File: src/rtl/core/bse_pkg.sv
// Shared constants and control types for the byte entropy block.
package bse_pkg;

    localparam int COUNT_BITS_DEF = 32;
    localparam int FRAC_BITS_DEF  = 16;
    localparam int NUM_BINS       = 256;
    localparam int BIN_W          = 8;
    localparam int GUARD_BITS     = 8;
    localparam int MANT_W         = 31;
    localparam int ENT_W          = 20;
    localparam int TOT_W          = 32;
    localparam int S_DATA_W       = 8;
    localparam int M_DATA_W       = 56;

    typedef struct packed {
        logic accept;
        logic log_start;
        logic log_src_bin;
        logic save_ln;
        logic rd_bin;
        logic load_c;
        logic term_start;
        logic idx_inc;
        logic out_load;
        logic blk_clear;
    } cmd_t;

    typedef struct packed {
        logic last_beat;
        logic total_zero;
        logic log_done;
        logic bin_zero;
        logic term_done;
        logic idx_last;
        logic out_free;
    } status_t;

endpackage

File: src/rtl/core/bse_ctrl.sv
// Controller state machine that sequences counting, the bin walk and result hand-off.
module bse_ctrl (
    input  logic              aclk,
    input  logic              aresetn,
    input  bse_pkg::status_t  status,
    output bse_pkg::cmd_t     cmd
);
    import bse_pkg::*;

    typedef enum logic [8:0] {
        ST_RUN   = 9'b000000001,
        ST_DRAIN = 9'b000000010,
        ST_LOGN  = 9'b000000100,
        ST_RDBIN = 9'b000001000,
        ST_BIN   = 9'b000010000,
        ST_LOGC  = 9'b000100000,
        ST_TERM  = 9'b001000000,
        ST_NEXT  = 9'b010000000,
        ST_OUT   = 9'b100000000
    } state_t;

    state_t state_reg;
    state_t state_next;

    always_comb begin
        cmd        = '0;
        state_next = state_reg;
        unique case (state_reg)
            ST_RUN: begin
                cmd.accept = 1'b1;
                if (status.last_beat) begin
                    state_next = ST_DRAIN;
                end
            end
            ST_DRAIN: begin
                if (status.total_zero) begin
                    state_next = ST_OUT;
                end else begin
                    cmd.log_start = 1'b1;
                    state_next    = ST_LOGN;
                end
            end
            ST_LOGN: begin
                if (status.log_done) begin
                    cmd.save_ln = 1'b1;
                    state_next  = ST_RDBIN;
                end
            end
            ST_RDBIN: begin
                cmd.rd_bin = 1'b1;
                state_next = ST_BIN;
            end
            ST_BIN: begin
                cmd.load_c = 1'b1;
                if (status.bin_zero) begin
                    state_next = ST_NEXT;
                end else begin
                    cmd.log_start   = 1'b1;
                    cmd.log_src_bin = 1'b1;
                    state_next      = ST_LOGC;
                end
            end
            ST_LOGC: begin
                if (status.log_done) begin
                    cmd.term_start = 1'b1;
                    state_next     = ST_TERM;
                end
            end
            ST_TERM: begin
                if (status.term_done) begin
                    state_next = ST_NEXT;
                end
            end
            ST_NEXT: begin
                cmd.idx_inc = 1'b1;
                state_next  = status.idx_last ? ST_OUT : ST_RDBIN;
            end
            ST_OUT: begin
                if (status.out_free) begin
                    cmd.out_load  = 1'b1;
                    cmd.blk_clear = 1'b1;
                    state_next    = ST_RUN;
                end
            end
            default: begin
                state_next = ST_RUN;
            end
        endcase
    end

    always_ff @(posedge aclk) begin
        if (!aresetn) begin
            state_reg <= ST_RUN;
        end else begin
            state_reg <= state_next;
        end
    end

endmodule

File: config.mk
export PLATFORM = sky130hd
export DESIGN_NAME = bse_ctrl
export DESIGN_NICKNAME = d
export VERILOG_FILES = /design/src/rtl/core/bse_pkg.sv /design/src/rtl/core/bse_ctrl.sv
export SDC_FILE = /design/constraint.sdc
export NUM_CORES = 1
export LEC_CHECK = 0
export BUFFER_PORTS_ARGS = -buffer_cell sky130_fd_sc_hd__buf_2
export CAP_MARGIN = 30
export CORE_MARGIN = 3
export CORE_UTILIZATION = 29
export CTS_CLUSTER_SIZE = 8
export DETAILED_ROUTE_END_ITERATION = 8
export MAX_ROUTING_LAYER = met4
export SETUP_SLACK_MARGIN = 0.02
export SYNTH_ARGS = -nofsm -noshare
export SYNTH_HDL_FRONTEND = slang
export SYNTH_SLANG_ARGS = --single-unit
File: constraint.sdc
create_clock -name aclk -period 1.8 [get_ports aclk]
set_input_delay 0.36 -clock aclk [delete_from_list [all_inputs] [get_ports aclk]]
set_output_delay 0.36 -clock aclk [all_outputs]
set_load 0.01 [all_outputs]
==> metrics.txt, run 1 <==
post-route cell area between 1000 and 1500 um^2; maximum clock path buffer count 2; TritonCTS Buffers 3; clk sink count 9; maximum fanout along the worst path 6; Arrival @ worst endpoint around 1600 ps; initial DRC count 35; RD Place Congestion 0.881; Final Hold Viols 0; kind of critical path reg2out; Slew Viols, Final 0; Die ar. roughly 3600 um^2; Final period util 111%; grt total ovfl 0; commonest non-fill, non-tap cell in the layout buf_4; initial core utilization just over 30%; pre-CTS WS around 26 ps; max FFs per register 9; Max Freq between 0.5 and 0.6 GHz; fin util ~50%; H-tree depth 1; setup violators final 11; drc violations 0; synthesis-stage register bit count 9; ANT nets after route 0; Setup WS post-layout -189 ps; RSZ-0062 raised after global routing yes; Synth Warn # 0; Hold Slack around 350 ps; I/O pin count 19; Die Width 60.2 um; Leakage 0.589 nW; total power draw between 1 and 1.5 mW; routed wire length approximately 2700 um; Slew @ Worst Pin 426 ps; synthesized area per cell approximately 9 um^2; Worst Path Required 1440 ps; vias per cell ~5.6; predominant post-synthesis flop cell dfxtp_1; Antenna diodes 0; CTS tree done; NumNets Final between 150 and 200; FF-to-FF Start state_reg[5]; Clk Latency, worst-skew pair between 200 and 300 ps; failing checks negative setup slack; Net Count, Synth roughly 110; total negative slack -1220 ps; hold_buf cts 0; Async S/R FF share, synth 0%; initial antenna violation count 0; crit start category flop; synthesized area around 850 um^2; Inst Count DP 157; Seq/Total Area, Yosys a little over a fifth; minimum clock period after layout a little under 2000 ps; CTS clk-pin slew, worst paths around 60 ps; most frequent cells in the layout buf_4, buf_2, buf_6; post-route insts no fill ~180; VDD IR-drop max ~0.00075 V; max-cap viol count 0; Post-synth EDFFs 0; Synth cell types 44; outcome complete, but fails checks; vias in the first global route 976; Tot GR Track Use 16.7%; pin count of the biggest net entering global routing 9; PwrDens around 1100 nW/um^2; Area Growth Syn to Fin 63.0%; layout cells sized above 1 66.2%; HP Class in2reg; Slew HR between 70% and 80%; first-pass GRT wire length between 4000 and 5000 um; hold path startpoint status[1]; DR WL/cell 15.6 um; Core Rows 19; Layout Skew about 1.5 ps; DR pass1 iterations 4; placed inst area roughly 1100 um^2; height of the die about 60 um; Post-DP HPWL approximately 1900 um; CTS root buf clkbuf_4; critical path launch point state_reg[6]; core area approximately 2800 um^2; PortBufs 18; Setup crit end kind output port; cell count after synthesis 97; total number of vias just under 1000
==> kinds of logic after synthesis <==
group / Yosys count / share of synthesized area [%]
AND/OR/NAND/NOR: 55 / 49.0
AO/OA/AOI/OAI: 15 / 14.4
buffers and inverters: 14 / 11.2
flip-flops: 9 / 21.1
XOR/XNOR: 3 / 3.08
multiplexers: 1 / 1.17
==> cell usage after synthesis (2+ instances only) <==
cell	instances	area [um^2]
nor3_1	6	30.0
dfxtp_1	9	180
a211oi_2	2	25.0
or4_4	3	33.8
nand4b_1	2	17.5
and4b_1	3	30.0
buf_6	4	45.0
buf_4	2	15.0
o21ai_0	2	10.0
nand3_1	2	10.0
xnor2_1	3	26.3
and2_1	3	18.8
nand2b_1	3	18.8
or3b_2	4	35.0
a21oi_1	2	10.0
nand3b_1	2	15.0
nor4_2	3	37.5
nor2_1	6	22.5
inv_1	4	15.0
buf_2	4	20.0
nor4_1	5	31.3
==> final timing paths <==
path                                      to  slack (ps)  cells after the start
worst max-delay path                  cmd[8]        -190                      4
worst min register to register  state_reg[7]         480                      1
worst min-delay path            state_reg[8]         350                      3
worst max register to register  state_reg[4]         -20                      7
==> repair_timing <==
action	in CTS	in global routing
buffers inserted	13	3
pin swaps	7	9
setup endpoints to repair	11	18
hold endpoints to repair	0	0
gates resized for setup	30	12
==> layout make-up <==
class	count	area, um^2
sequential	9	205
clock buffer	4	26.3
tap	31	38.8
inverter	4	15.0
fill	256	1390
multi-input combinational	74	697
timing repair buffer	54	407
==> routing by layer <==
layer	part of all wire, %	up-vias	global-route usage, %
li1	-	471	-
met1	44	458	20.2
met3	5.7	8	3.89
met5	0	-	-
met4	1.3	0	2.85
met2	49	41	28.2
==> critical path: stages (launching register included) <==
cell and delay [ps]:
dfxtp_4 360, or3b_4 410, nor4_4 290, o21bai_4 190, buf_6 120
==> report_power, final <==
part / switching (mW) / leakage [nW] / total (mW) / internal (mW)
sequential: 0.0500 / 0.0788 / 0.297 / 0.247
clock: 0.0678 / 0.0150 / 0.153 / 0.0852
combinational: 0.494 / 0.495 / 1.01 / 0.520
No activity file was read; power rests on OpenSTA's default activity.
==> inputs of run 2 (changes only) <==
--- a/config.mk
+++ b/config.mk
@@ -9,6 +9,7 @@
 export CAP_MARGIN = 30
 export CORE_MARGIN = 3
 export CORE_UTILIZATION = 29
+export CTS_BUF_LIST = sky130_fd_sc_hd__clkbuf_8
 export CTS_CLUSTER_SIZE = 8
 export DETAILED_ROUTE_END_ITERATION = 8
 export MAX_ROUTING_LAYER = met4
==> run 2 against run 1 <==
Compared with the run above: the flow still finishes with violations (negative setup slack); total power fell by 6.7%; core utilization fell by 4.1 points; sequential power rose by 3%; sequential cell count did not move; clock skew fell by 0.97 ps; non-clock buffer count fell by 6; global-route usage fell by 1.1 points; cell area fell by 8.3%; sequential share of layout area rose by 0.55 points; first-iteration DRC count fell by 49%; highest routed layer unchanged.
==> metrics.txt, run 2 (synthesis results as in run 1) <==
flop2flop setup slack -50 ps; Arrival @ worst endpoint about 1600 ps; Hold Slack ~390 ps; Max Freq around 0.52 GHz; crit path capture cmd[8]; RD Place Congestion between 0.8 and 0.9; register area approximately 200 um^2; routed wire length around 2500 um; FF-to-FF Start state_reg[7]; PwrDens 1070 nW/um^2; clk sink count 9; layout cells sized above 1 roughly 62%; cells on worst reg2reg path 10; Antenna diodes 0; H-tree depth 1; Tot GR Track Use 15.5%; crit start category flop; CTS root buf clkbuf_8; Final Hold Viols 0; placed inst area about 1100 um^2; kind of critical path reg2out; Setup WS post-layout -134 ps; vias in the first global route around 940; setup violators final 10; Worst Path Required approximately 1400 ps; post-route cell area ~1300 um^2; Slew @ Worst Pin between 400 and 500 ps; maximum fanout along the worst path 7; Clk Latency, worst-skew pair 220 ps; VDD IR-drop max 0.000841 V; outcome complete, but fails checks; commonest non-fill, non-tap cell in the layout buf_4; Slew Viols, Final 0; DR WL/cell ~15 um; total power draw ~1.4 mW; drc violations 0; maximum clock path buffer count 2; most frequent cells in the layout buf_4, buf_2, nor2_1, buf_6, dfxtp_2; NumNets Final roughly 150; Die ar. approximately 3600 um^2; RSZ-0062 raised after global routing yes; Post-DP HPWL 1890 um; total negative slack -778 ps; max-cap viol count 0; initial antenna violation count 0; Inst Count DP between 150 and 200; critical path launch point state_reg[2]; total number of vias 940; vias per cell roughly 5.5; Slew HR a little under three quarters; post-route insts no fill 170; pin count of the biggest net entering global routing 9; initial DRC count 18; TritonCTS Buffers 3; Setup crit end kind output port; HP Class in2reg; CTS clk-pin slew, worst paths approximately 40 ps; ANT nets after route 0; Layout Skew 0.581 ps; Filler cells between 200 and 300; minimum clock period after layout 1930 ps; Core Rows 19; initial core utilization a little under a third; failing checks negative setup slack; height of the die around 60 um; Area Growth Syn to Fin 49.5%; Multi-input gate area roughly 640 um^2; DR pass1 iterations 4; first-pass GRT wire length approximately 4200 um; I/O pin count 19; core area roughly 2800 um^2; CTS tree done; grt total ovfl 0; PortBufs 18; Leakage between 0.5 and 0.6 nW; Final period util 107%; Die Width 60.2 um; max FFs per register 9; Reg-to-Reg End state_reg[6]
==> run 2: how the worst min path moves through the flow <==
stage	from	cells after the start	to
global placement	state_reg[5]	1	state_reg[5]
detailed placement	state_reg[7]	1	state_reg[7]
global route	status[1]	3	state_reg[8]
CTS	status[1]	3	state_reg[8]
finish	status[1]	3	state_reg[8]
floorplan	status[1]	2	state_reg[8]
==> run 2: what timing repair did <==
item | 4_1_cts | 5_1_grt
setup endpoints to repair | 11 | 13
resized for setup | 24 | 3
setup buffers | 9 | 2
hold buffers | 0 | 0
pin swaps | 6 | 5
==> run 2: report_power, final <==
part	leakage, nW	internal (mW)	total [mW]	switching [mW]
Clock	0.0269	0.148	0.219	0.0714
Combinational	0.448	0.427	0.840	0.412
Sequential	0.0776	0.247	0.307	0.0598
==> run 2: per-stage QoR <==
step | setup slack (ps) | util [%]
2_1_floorplan | -3.12 | -
3_3_place_gp | 40.1 | 38.5
3_5_place_dp | 25.6 | 38.5
4_1_cts | -127 | 45.5
5_1_grt | -237 | 45.8
6_report | -134 | 45.8
==> run 2: area by class of cell <==
class / instances / area share (%)
clock inverters: 1 / 0.295
repair buffers: 48 / 26.9
inverters: 4 / 1.18
flip-flops and latches: 9 / 15.3
clock buffers: 3 / 3.24
multi-input cells: 74 / 50.0
well taps: 31 / 3.05
==> run 2: layer usage <==
metal  track usage, %  part of all wire, %
met5                -                    0
met4             2.53                 0.68
met3             3.46                  5.7
met2             25.6                   47
met1             19.6                   47
==> run 2: worst max-delay path, cell delays in order, from the launching register on <==
cell and delay (ps):
dfxtp_2 360, or3_4 400, nor4_4 280, o21bai_4 180, buf_6 110
